**src/hdl/rdf_pkg.sv**
```systemverilog
`timescale 1ns / 1ps

package rdf_pkg;

  localparam int MOTORS      = 3;
  localparam int RX_LIMIT    = 16;
  localparam int WIN_LEN     = 8;
  localparam int RX_CNT_W    = $clog2(RX_LIMIT + 1);
  localparam int QUEUE_DEPTH = 2;
  localparam int QPTR_W      = $clog2(QUEUE_DEPTH);
  localparam int QCNT_W      = $clog2(QUEUE_DEPTH + 1);

  localparam logic [7:0] SYNC_BYTE  = 8'h05;
  localparam logic [7:0] WRITE_FLAG = 8'h80;
  localparam logic [7:0] CRC_POLY   = 8'h07;

  // input item kinds
  localparam logic [1:0] KIND_WRITE = 2'd0;
  localparam logic [1:0] KIND_READ  = 2'd1;
  localparam logic [1:0] KIND_RX    = 2'd2;

  // result kinds
  localparam logic [1:0] OUT_TX     = 2'd0;
  localparam logic [1:0] OUT_REPLY  = 2'd1;
  localparam logic [1:0] OUT_REJECT = 2'd2;

  // queued operations
  localparam logic [1:0] OP_TX     = 2'd0;
  localparam logic [1:0] OP_CHECK  = 2'd1;
  localparam logic [1:0] OP_REJECT = 2'd2;

  // index of the CRC / last step per operation
  localparam logic [2:0] LEN_WRITE  = 3'd7;
  localparam logic [2:0] LEN_READ   = 3'd3;
  localparam logic [2:0] LEN_CHECK  = 3'd7;
  localparam logic [2:0] LEN_REJECT = 3'd0;

  // configuration register indexes
  localparam logic [1:0] CFG_NODE_ADDR_0 = 2'd0;
  localparam logic [1:0] CFG_NODE_ADDR_1 = 2'd1;
  localparam logic [1:0] CFG_NODE_ADDR_2 = 2'd2;

  typedef struct packed {
    logic [1:0]      op;
    logic [2:0]      len;
    logic [7:0][7:0] bytes;
  } cmd_t;

  // CRC-8, poly 0x07, one byte fed LSB first
  function automatic logic [7:0] crc8_byte(input logic [7:0] crc_in, input logic [7:0] data);
    logic [7:0] c;
    logic       top;
    c = crc_in;
    for (int b = 0; b < 8; b++) begin
      top = c[7];
      c = {c[6:0], 1'b0};
      if (top != data[b]) begin
        c = c ^ CRC_POLY;
      end
    end
    return c;
  endfunction

endpackage

```
**src/hdl/rdf_front.sv**
```systemverilog
`timescale 1ns / 1ps

module rdf_front (
  input  logic              clk,
  input  logic              rst,
  input  logic              cfg_valid,
  output logic              cfg_ready,
  input  logic [1:0]        cfg_index,
  input  logic [1:0]        cfg_data,
  input  logic              in_valid,
  output logic              in_ready,
  input  logic [1:0]        kind,
  input  logic [1:0]        motor,
  input  logic [6:0]        drv_reg,
  input  logic [31:0]       wr_value,
  input  logic [7:0]        rx_byte,
  input  logic              q_full,
  output logic              push,
  output rdf_pkg::cmd_t     push_cmd
);

  logic [1:0] node_addr_0;
  logic [1:0] node_addr_1;
  logic [1:0] node_addr_2;

  logic [7:0]                   rx_window [rdf_pkg::WIN_LEN];
  logic [7:0]                   win_next  [rdf_pkg::WIN_LEN];
  logic [rdf_pkg::RX_CNT_W-1:0] byte_cnt;
  logic [rdf_pkg::RX_CNT_W-1:0] count_inc;
  logic [6:0]                   pending_reg;
  logic                         read_pending;

  logic       accept;
  logic       bad_motor;
  logic [1:0] node_sel;
  logic       window_hit;

  assign cfg_ready = 1'b1;
  assign in_ready  = !q_full;
  assign accept    = in_valid && in_ready;
  assign bad_motor = ({30'd0, motor} >= 32'(rdf_pkg::MOTORS));
  assign count_inc = byte_cnt + rdf_pkg::RX_CNT_W'(1);

  always_comb begin
    for (int i = 0; i < rdf_pkg::WIN_LEN - 1; i++) begin
      win_next[i] = rx_window[i + 1];
    end
    win_next[rdf_pkg::WIN_LEN-1] = rx_byte;
  end

  always_comb begin
    case (motor)
      2'd0:    node_sel = node_addr_0;
      2'd1:    node_sel = node_addr_1;
      2'd2:    node_sel = node_addr_2;
      default: node_sel = motor;
    endcase
  end

  // cheap pre-filter; the CRC is checked in the back end
  assign window_hit = read_pending
                   && (count_inc >= rdf_pkg::RX_CNT_W'(rdf_pkg::WIN_LEN))
                   && (win_next[0] == rdf_pkg::SYNC_BYTE)
                   && (win_next[2] == {1'b0, pending_reg});

  always_comb begin
    push     = 1'b0;
    push_cmd = '0;
    case (kind)
      rdf_pkg::KIND_WRITE, rdf_pkg::KIND_READ: begin
        push = accept;
        if (bad_motor) begin
          push_cmd.op  = rdf_pkg::OP_REJECT;
          push_cmd.len = rdf_pkg::LEN_REJECT;
        end else begin
          push_cmd.op       = rdf_pkg::OP_TX;
          push_cmd.bytes[0] = rdf_pkg::SYNC_BYTE;
          push_cmd.bytes[1] = {6'd0, node_sel};
          if (kind == rdf_pkg::KIND_WRITE) begin
            push_cmd.len      = rdf_pkg::LEN_WRITE;
            push_cmd.bytes[2] = {1'b0, drv_reg} | rdf_pkg::WRITE_FLAG;
            push_cmd.bytes[3] = wr_value[31:24];
            push_cmd.bytes[4] = wr_value[23:16];
            push_cmd.bytes[5] = wr_value[15:8];
            push_cmd.bytes[6] = wr_value[7:0];
          end else begin
            push_cmd.len      = rdf_pkg::LEN_READ;
            push_cmd.bytes[2] = {1'b0, drv_reg};
          end
        end
      end
      rdf_pkg::KIND_RX: begin
        if (window_hit) begin
          push     = accept;
          push_cmd.op  = rdf_pkg::OP_CHECK;
          push_cmd.len = rdf_pkg::LEN_CHECK;
          for (int i = 0; i < rdf_pkg::WIN_LEN; i++) begin
            push_cmd.bytes[i] = win_next[i];
          end
        end
      end
      default: begin
        push = 1'b0;
      end
    endcase
  end

  always_ff @(posedge clk) begin
    if (rst) begin
      node_addr_0 <= 2'd0;
      node_addr_1 <= 2'd1;
      node_addr_2 <= 2'd2;
    end else if (cfg_valid && cfg_ready) begin
      case (cfg_index)
        rdf_pkg::CFG_NODE_ADDR_0: node_addr_0 <= cfg_data;
        rdf_pkg::CFG_NODE_ADDR_1: node_addr_1 <= cfg_data;
        rdf_pkg::CFG_NODE_ADDR_2: node_addr_2 <= cfg_data;
        default: ;
      endcase
    end
  end

  always_ff @(posedge clk) begin
    if (rst) begin
      byte_cnt     <= '0;
      pending_reg  <= '0;
      read_pending <= 1'b0;
    end else if (accept) begin
      case (kind)
        rdf_pkg::KIND_WRITE: begin
          if (!bad_motor) begin
            read_pending <= 1'b0;
            byte_cnt     <= '0;
          end
        end
        rdf_pkg::KIND_READ: begin
          if (!bad_motor) begin
            read_pending <= 1'b1;
            pending_reg  <= drv_reg;
            byte_cnt     <= '0;
          end
        end
        rdf_pkg::KIND_RX: begin
          if (read_pending) begin
            if (count_inc >= rdf_pkg::RX_CNT_W'(rdf_pkg::RX_LIMIT)) begin
              read_pending <= 1'b0;
              byte_cnt     <= '0;
            end else begin
              byte_cnt <= count_inc;
            end
          end
        end
        default: ;
      endcase
    end
  end

  always_ff @(posedge clk) begin
    if (accept && kind == rdf_pkg::KIND_RX && read_pending) begin
      rx_window <= win_next;
    end
  end

  a_idle_count_zero: assert property (@(posedge clk) disable iff (rst)
    !read_pending |-> byte_cnt == '0)
    else $error("byte count nonzero while not armed");

  a_count_below_limit: assert property (@(posedge clk) disable iff (rst)
    byte_cnt < rdf_pkg::RX_CNT_W'(rdf_pkg::RX_LIMIT))
    else $error("byte count reached limit without disarm");

endmodule

```
**src/hdl/rdf_queue.sv**
```systemverilog
`timescale 1ns / 1ps

module rdf_queue (
  input  logic          clk,
  input  logic          rst,
  input  logic          push,
  input  rdf_pkg::cmd_t push_cmd,
  output logic          full,
  input  logic          pop,
  output logic          head_valid,
  output rdf_pkg::cmd_t head
);

  rdf_pkg::cmd_t                entries [rdf_pkg::QUEUE_DEPTH];
  logic [rdf_pkg::QPTR_W-1:0]   wr_ptr;
  logic [rdf_pkg::QPTR_W-1:0]   rd_ptr;
  logic [rdf_pkg::QCNT_W-1:0]   count;
  logic                         do_push;
  logic                         do_pop;

  assign full       = (count == rdf_pkg::QCNT_W'(rdf_pkg::QUEUE_DEPTH));
  assign head_valid = (count != '0);
  assign head       = entries[rd_ptr];
  assign do_push    = push && !full;
  assign do_pop     = pop && head_valid;

  always_ff @(posedge clk) begin
    if (rst) begin
      wr_ptr <= '0;
      rd_ptr <= '0;
      count  <= '0;
    end else begin
      if (do_push) begin
        wr_ptr <= (wr_ptr == rdf_pkg::QPTR_W'(rdf_pkg::QUEUE_DEPTH - 1)) ? '0
                                                                         : wr_ptr + 1'b1;
      end
      if (do_pop) begin
        rd_ptr <= (rd_ptr == rdf_pkg::QPTR_W'(rdf_pkg::QUEUE_DEPTH - 1)) ? '0
                                                                         : rd_ptr + 1'b1;
      end
      case ({do_push, do_pop})
        2'b10:   count <= count + 1'b1;
        2'b01:   count <= count - 1'b1;
        default: count <= count;
      endcase
    end
  end

  always_ff @(posedge clk) begin
    if (do_push) begin
      entries[wr_ptr] <= push_cmd;
    end
  end

  a_no_overflow: assert property (@(posedge clk) disable iff (rst)
    push |-> !full)
    else $error("push into full queue");

endmodule

```
**src/hdl/rdf_back.sv**
```systemverilog
`timescale 1ns / 1ps

module rdf_back (
  input  logic          clk,
  input  logic          rst,
  input  logic          head_valid,
  input  rdf_pkg::cmd_t head,
  output logic          pop,
  output logic          out_valid,
  input  logic          out_ready,
  output logic [1:0]    out_kind,
  output logic [7:0]    tx_byte,
  output logic          last,
  output logic [31:0]   reply_value
);

  logic [2:0] idx;
  logic [7:0] crc;
  logic [7:0] cur_byte;
  logic       at_end;
  logic       crc_ok;
  logic       emit;
  logic       slot_free;
  logic       adv;

  assign cur_byte  = head.bytes[idx];
  assign at_end    = (idx == head.len);
  assign crc_ok    = (crc == head.bytes[3'(rdf_pkg::WIN_LEN - 1)]);
  assign slot_free = !out_valid || out_ready;
  assign emit      = head_valid
                  && ((head.op == rdf_pkg::OP_TX)
                   || (at_end && (head.op != rdf_pkg::OP_CHECK || crc_ok)));
  assign adv       = head_valid && (!emit || slot_free);
  assign pop       = adv && at_end;

  // one byte of CRC per step
  always_ff @(posedge clk) begin
    if (rst) begin
      idx <= '0;
      crc <= '0;
    end else if (adv) begin
      if (at_end) begin
        idx <= '0;
        crc <= '0;
      end else begin
        idx <= idx + 1'b1;
        crc <= rdf_pkg::crc8_byte(crc, cur_byte);
      end
    end
  end

  always_ff @(posedge clk) begin
    if (rst) begin
      out_valid <= 1'b0;
    end else if (emit && adv) begin
      out_valid <= 1'b1;
    end else if (out_ready) begin
      out_valid <= 1'b0;
    end
  end

  always_ff @(posedge clk) begin
    if (emit && adv) begin
      out_kind    <= rdf_pkg::OUT_TX;
      tx_byte     <= '0;
      last        <= 1'b0;
      reply_value <= '0;
      case (head.op)
        rdf_pkg::OP_TX: begin
          out_kind <= rdf_pkg::OUT_TX;
          tx_byte  <= at_end ? crc : cur_byte;
          last     <= at_end;
        end
        rdf_pkg::OP_CHECK: begin
          out_kind    <= rdf_pkg::OUT_REPLY;
          reply_value <= {head.bytes[3], head.bytes[4], head.bytes[5], head.bytes[6]};
        end
        default: begin
          out_kind <= rdf_pkg::OUT_REJECT;
        end
      endcase
    end
  end

  a_idle_step_zero: assert property (@(posedge clk) disable iff (rst)
    !head_valid |-> idx == '0)
    else $error("step counter moved without a queued command");

  a_step_in_range: assert property (@(posedge clk) disable iff (rst)
    head_valid |-> idx <= head.len)
    else $error("step counter past end of command");

endmodule

```
**src/hdl/register_datagram_framer_unit.sv**
```systemverilog
`timescale 1ns / 1ps

// Register datagram framer for a single-wire UART driver link.
// Input channel (in_valid/in_ready): kind 0 builds an 8-beat write datagram,
// kind 1 a 4-beat read datagram and arms reply matching, kind 2 feeds one
// received line byte into the 8-byte reply window while armed. A bad motor
// index gives one reject beat. Output channel (out_valid/out_ready): transmit
// bytes with last on the CRC byte, reply values, rejects.
// Config channel (cfg_valid/cfg_ready) sets the node address per motor; it is
// always ready. The user must write it only while the block is idle; the
// block itself does not enforce this. With the back end idle, an input beat
// is written into the queue, and the first beat of its datagram or reject then
// into the output register. The back end emits one beat per cycle while the
// receiver takes them. A received byte that passes the sync/register
// pre-check takes 7 CRC steps, one byte per cycle, and the compare; other
// received bytes cost the back end nothing. A 2-entry command queue sits
// between front and back; the input stalls only when it is full. When the
// receiver stalls, the output register holds its beat and the back end waits
// on it. Reset (rst, synchronous) disarms matching, empties the queue and
// restores node addresses 0, 1, 2.

module register_datagram_framer_unit (
  input  logic        clk,
  input  logic        rst,
  input  logic        cfg_valid,
  output logic        cfg_ready,
  input  logic [1:0]  cfg_index,
  input  logic [1:0]  cfg_data,
  input  logic        in_valid,
  output logic        in_ready,
  input  logic [1:0]  kind,
  input  logic [1:0]  motor,
  input  logic [6:0]  drv_reg,
  input  logic [31:0] wr_value,
  input  logic [7:0]  rx_byte,
  output logic        out_valid,
  input  logic        out_ready,
  output logic [1:0]  out_kind,
  output logic [7:0]  tx_byte,
  output logic        last,
  output logic [31:0] reply_value
);

  logic          q_full;
  logic          push;
  rdf_pkg::cmd_t push_cmd;
  logic          pop;
  logic          head_valid;
  rdf_pkg::cmd_t head;

  // front: config, classification, reply window state
  rdf_front u_front (
    .clk       (clk),
    .rst       (rst),
    .cfg_valid (cfg_valid),
    .cfg_ready (cfg_ready),
    .cfg_index (cfg_index),
    .cfg_data  (cfg_data),
    .in_valid  (in_valid),
    .in_ready  (in_ready),
    .kind      (kind),
    .motor     (motor),
    .drv_reg   (drv_reg),
    .wr_value  (wr_value),
    .rx_byte   (rx_byte),
    .q_full    (q_full),
    .push      (push),
    .push_cmd  (push_cmd)
  );

  rdf_queue u_queue (
    .clk        (clk),
    .rst        (rst),
    .push       (push),
    .push_cmd   (push_cmd),
    .full       (q_full),
    .pop        (pop),
    .head_valid (head_valid),
    .head       (head)
  );

  // back: byte sequencer with running CRC and output register
  rdf_back u_back (
    .clk         (clk),
    .rst         (rst),
    .head_valid  (head_valid),
    .head        (head),
    .pop         (pop),
    .out_valid   (out_valid),
    .out_ready   (out_ready),
    .out_kind    (out_kind),
    .tx_byte     (tx_byte),
    .last        (last),
    .reply_value (reply_value)
  );

endmodule
```
**config.mk**
```make
export PLATFORM = sky130hd
export DESIGN_NAME = register_datagram_framer_unit
export DESIGN_NICKNAME = d
export VERILOG_FILES = /design/src/hdl/rdf_pkg.sv /design/src/hdl/rdf_front.sv /design/src/hdl/rdf_queue.sv /design/src/hdl/rdf_back.sv /design/src/hdl/register_datagram_framer_unit.sv
export SDC_FILE = /design/constraint.sdc
export NUM_CORES = 1
export LEC_CHECK = 0
export BUFFER_PORTS_ARGS = -buffer_cell sky130_fd_sc_hd__buf_2
export CAP_MARGIN = 20
export CORE_ASPECT_RATIO = 1.1
export CORE_UTILIZATION = 47
export DETAILED_ROUTE_END_ITERATION = 8
export PLACE_DENSITY = 0.68
export SYNTH_ARGS = -nofsm -noshare
export SYNTH_HDL_FRONTEND = slang
export SYNTH_SLANG_ARGS = --single-unit
```
**constraint.sdc**
```tcl
create_clock -name clk -period 6.65 [get_ports clk]
set_clock_uncertainty 0.15 [all_clocks]
set_input_delay 0.3325 -clock clk [delete_from_list [all_inputs] [get_ports clk]]
set_output_delay 0.3325 -clock clk [all_outputs]
set_load 0.02 [all_outputs]
```
## Word-level counts from Yosys, hierarchy flattened

Memories as Yosys holds them, arrays and structs flattened. A register that Yosys moved wholly into a read port is not among the register bits.
Index checks and enable logic that the tools add are counted.

| storage, ports and cells | value |
|---|---|
| flip-flop bits (word level) | 134 |
| memories | 1 |
| input bits | 60 |
| bits in writable memories | 138 |
| output and inout bits | 46 |

Memories:

| memory | depth | width | rd ports | clocked after memory_dff | wr ports | RTL line | text |
|---|---|---|---|---|---|---|---|
| u_queue.entries | 2 | 69 | 1 | 1 | 1 | rdf_queue.sv:14 | `rdf_pkg::cmd_t entries [rdf_pkg::QUEUE_DEPTH];` |

| operators by class | value |
|---|---|
| reduce and logical (&&, ||, !) cells | 36 |
| order comparisons | 4 |
| bitwise logic cells | 9 |
| equality and inequality tests | 27 |
| multiplexer cells | 65 |
| $add $sub $neg | 6 |

Operators by type and width:

| operator | count |
|---|---|
| $mux 8 | 26 |
| $pmux 56 s2 | 1 |
| $mux 68 | 1 |
| $mux 56 | 1 |
| $mux 32 | 1 |
| $mux 3 | 10 |
| $bmux 8 s3 | 1 |
| $not 3->3 | 8 |
| $mux 5 | 4 |
| $pmux 5 s2 | 2 |
| $logic_and 1x1->1 | 13 |
| $mux 1 | 13 |
| $eq 2x1->1 const B | 5 |
| $eq 2x2->1 const B | 5 |
| $eq 8x3->1 const B | 1 |
| $eq 8x7->1 | 1 |
| $eq 8x8->1 const B | 1 |
| $logic_not 2->1 | 4 |
| $ne 1x1->1 | 8 |
| $pmux 2 s2 | 2 |
| $reduce_and 4->1 | 2 |
| $reduce_bool 2->1 | 4 |
| $ne 2x2->1 const B | 3 |
| $pmux 2 s3 | 1 |
| other kinds (20) | 29 |

## Depth between registers and ports, before layout

| depth | value |
|---|---|
| word-level depth | 43 |
| gate-level depth with buffers | 13 |
| depth with buffers taken out | 11 |

## Cells and area by module

From an unflattened synthesis, not the netlist that was laid out.

| unflattened totals | value |
|---|---|
| cells, all modules | 822 |
| area total of the unflattened synthesis | 11,987.7 µm² |

By module, submodules not included:

| module | cells each | times used | area an instance (µm²) | sequential area each (µm²) |
|---|---|---|---|---|
| rdf_queue | 241 | 1 | 5,193.7 | 4,244.1 |
| rdf_front | 355 | 1 | 3,739.8 | 2,062.0 |
| rdf_back | 226 | 1 | 3,054.2 | 1,531.5 |

## Worst setup path before layout

OpenSTA, ideal clock, no wires.

| path | value |
|---|---|
| kind | input-to-reg |
| start point | in kind[0] |
| end point | mem u_queue.entries[0][0] (netlist bit), enable pin |
| setup time | 0.495 ns |
| stages | 8 |
| buffers on the path | 0 |
| setup slack | 1.377 ns |
| arrival time | 4.628 ns |
| path through | inv_1 ha_1 nand2_1 nor3_1 o311ai_0 nor3_1 o31ai_1 nor2_1 |

| between the ends | value |
|---|---|
| cells in the longest elaborated chain, start to end | 6 |
| elaborated cells between the ends (all ways) | 8 |
| classes of those cells | eq/ne: 2; mux: 3; reduce/logical: 3 |

RTL lines:

| what | RTL line | text |
|---|---|---|
| from (decl) | register_datagram_framer_unit.sv:31 | `input logic [1:0] kind,` |
| $eq 2x1->1 or $logic_not 2->1 (tied branches) | rdf_front.sv:69 | `case (kind)` |
| $reduce_or 2->1 (no source line) | n/a |  |
| $pmux 1 s2 (*) | rdf_front.sv:69 |  |
| $logic_and 1x1->1 (*) | rdf_queue.sv:24 | `assign do_push = push && !full;` |
| $mux 1 (*) | rdf_queue.sv:50 | `if (do_push) begin` |
| $mux 1 (not written as such) (*) | rdf_queue.sv:51 | `entries[wr_ptr] <= push_cmd;` |
| to (decl) | rdf_queue.sv:14 |  |

Every way passes the cells marked *; elsewhere a longest branch is shown, timed or not.

==> summary.md <==
| Metric | Value |
|---|---|
| Max incr delay on CP | `0.84 ns` |
| Crit. End Element | `flop` |
| Mapped Area | `11300 um2` |
| Total of max-cap violations | `0` |
| Synth top area cells | `edfxtp_1 (62%), mux2i_1 (6.7%), dfxtp_1 (6.4%)` |
| Most flops, register | `u_queue.entries` |
| Worst path cell trace | `nor3_1, a21oi_1, a21boi_0, o22ai_1, nor2_4, buf_4` |
| Worst Path Arrival | `3.87 ns` |
| Die W | `150 um` |
| Initial antenna violation count | `0` |
| Global-route wire length before repair | `36400 um` |
| Sequential Power Share | `0.486` |
| Top FF cell, synth | `edfxtp_1` |
| Clock power frac | `0.382` |
| Crit-path max FO | `27` |
| Clock Sinks | `271` |
| Internal | `3.06 mW` |
| HP Class | `input port to flop` |
| Vias in the first global route | `around 6300` |
| Final nets | `952` |
| Clk slew on worst S/H paths | `0.06 ns` |
| Critical path launch point type | `flop` |
| WP depth | `6` |
| Antenna-violating nets left | `0` |
| H-tree Lvls | `1` |
| DR DRC count | `0` |
| Most instantiated library cell after synthesis | `edfxtp_1` |
| Clk_lat worst skew | `0.53 ns` |
| CP top delay family | `compound AO/OA/AOI/OAI gates` |
| Worst path required time | `around 6.7 ns` |
| CP bufs+invs | `1` |
| Pwr/cell area | `300 nW/um2` |
| Seq/Total Area, Yosys | `0.687` |
| CTS max path bufs | `3` |
| Gate power share | `0.132` |
| Lkg Pwr | `4.82 nW` |
| Core Area | `23600 um2` |
| Synth Warn # | `0` |
| Area leader, netlist | `edfxtp_1` |
| Max_slew headroom | `0.268` |
| Placed cell count | `~1100` |
| GR Util met2 | `0.336` |
| GRT overflow | `0` |
| Die Y | `165 um` |
| #FFs+latches synth | `around 270` |
| Total number of vias | `6540` |
| Distinct cells, synth | `64` |
| Post-route clock period utilization | `0.575` |
| Min Tclk post-route | `3.83 ns` |
| CTS tree | `yes` |
| Biggest regs | `u_queue.entries x136, u_front.rx_window x56, u_back.reply_value x32` |
| Final Non-Filler Cells | `1208` |
| Synth top area share | `0.623` |
| VDD IR max | `194 uV` |
| Met1 usage | `0.268` |
| Synth Instances | `724` |
| Total power | `4.04 mW` |
| Mean Syn Cell Area | `15.6 um2` |
| RePlAce Congestion | `a little under 0.9` |
| CP max-delay cell | `a21oi_1` |
| RSZ-0062 raised after global routing | `no` |
| CTS buffer count | `27` |
| CTS root buf | `clkbuf_16` |
| Std-Cell Rows | `approximately 60` |
| Die ar. | `24700 um2` |
| Fmax | `261 MHz` |
| Met3 Track Usage GR | `0.0296` |
| Busiest grt layer | `met2` |
| Slew @ Worst Pin | `between 1 and 1.5 ns` |
| Sw Pwr | `979 uW` |
| Largest net degree at the start of global routing | `57` |
| Hpwl dp | `roughly 16000 um` |
| # port buffers | `104` |
| Final Hold Fails | `0` |
| Io pins | `~110` |
| Hold Path Stages | `2` |
| Most instantiated cells after synthesis | `edfxtp_1 (235), mux2i_1 (76), nor2_1 (71)` |
| Sw frac | `0.242` |
| DR WL/cell | `19.9 um` |
| Max-slew violation count | `0` |
| R2R cell count | `6` |
| Synth-to-Final Area Change | `18.9%` |
| First drt pass iteration count | `4` |
| Layout cell share with drive strength beyond 1 | `0.221` |
| Vias per inst | `5.41` |
| Drt first-iter violations | `516` |
| Initial Utilization | `0.479` |
| EDFF count, synth | `approximately 240` |
| Crit Path Class | `flop to flop` |
| Post_cts resized | `0` |
| Max reg flops | `136` |
| ANT cells | `0` |
| Final setup viols | `0` |
| GRT Total Usage | `0.198` |
| Detailed Route WL | `around 24000 um` |
| Setup Total Neg Slack | `0 ns` |
| Status | `finished clean` |
| Async SR Flop Fraction | `0` |
## layer usage
layer	wire length (um)	part of all wire
met4	392	0.016
met1	10200	0.43
met2	12100	0.50
met3	1290	0.054
met5	0	0
## cell families (layout without fill, tap and decap cells)
group,after synthesis,count (layout),synth area share
xor gates and xnor gates,34,34,0.0319
DFF,271,271,0.687
AOI/OAI and AO/OA,97,97,0.0657
buffers and inverters,43,211,0.0222
and+or+nand+nor,169,169,0.0735
adders and majority gates,9,9,0.00995
muxes,99,99,0.109
other,2,13,0.000663
## cell type report
type	instances	area [um2]
tap	305	382
fill	1863	10200
inverter	8	30.0
multi-input combinational	421	3370
clock inverter	19	210
clock buffer	30	687
sequential	271	7780
timing repair buffer	154	998
## stage by stage
step                utilization  cell area (um2)  setup slack, ns  hold WS [ns]
floorplan                     -            11400             1.38         0.267
global placement          0.515            12200             2.79         0.270
detailed placement        0.515            12200             2.73         0.277
CTS                       0.570            13500             2.78       0.00243
global route              0.570            13500             2.51        0.0109
finish                    0.570            13500             2.82       0.00701
## power groups by stage
stage | Sequential, mW | Combinational [mW] | Clock, mW
floorplan | 2.01 | 0.382 | 0
global placement | 2.00 | 0.511 | 0
detailed placement | 2.00 | 0.515 | 0
CTS | 1.97 | 0.535 | 1.57
global route | 1.97 | 0.577 | 1.63
finish | 1.97 | 0.533 | 1.54
## repair_timing
action                                 CTS  global route
buffers inserted                         0             0
endpoints found under the hold margin   77             0
hold buffers                            41             0
## path summary, 6_finish.rpt
check	slack, ns	end	startpoint
min	0.007	u_queue.entries[0][39]	wr_value[23]
max	2.82	u_back.reply_value[8]	flop
min reg2reg	0.29	u_front.rx_window[55]	u_front.rx_window[47]
max reg2reg	2.82	u_back.reply_value[8]	flop
## cells in the final DEF (no fill, tap or decap), drive strengths merged, types with 3 or more instances in the layout
master / count
dlygate4sd3: 41
and2: 18
clkinvlp: 4
mux2i: 77
conb: 13
nand2b: 9
mux4: 18
mux2: 4
clkbuf: 30
or2: 5
xnor3: 3
edfxtp: 235
o21ai: 8
clkinv: 12
o22ai: 3
ha: 9
nand3: 5
a211oi: 4
nand3b: 4
xor2: 13
a21oi: 16
nor3: 9
nand4: 3
nand2: 26
nor3b: 5
nor2: 71
bufinv: 4
a22o: 46
buf: 113
inv: 7
nor2b: 3
dfxtp: 36
o221ai: 3
xnor2: 18
o211ai: 4
(Power assumes the default switching activity.)
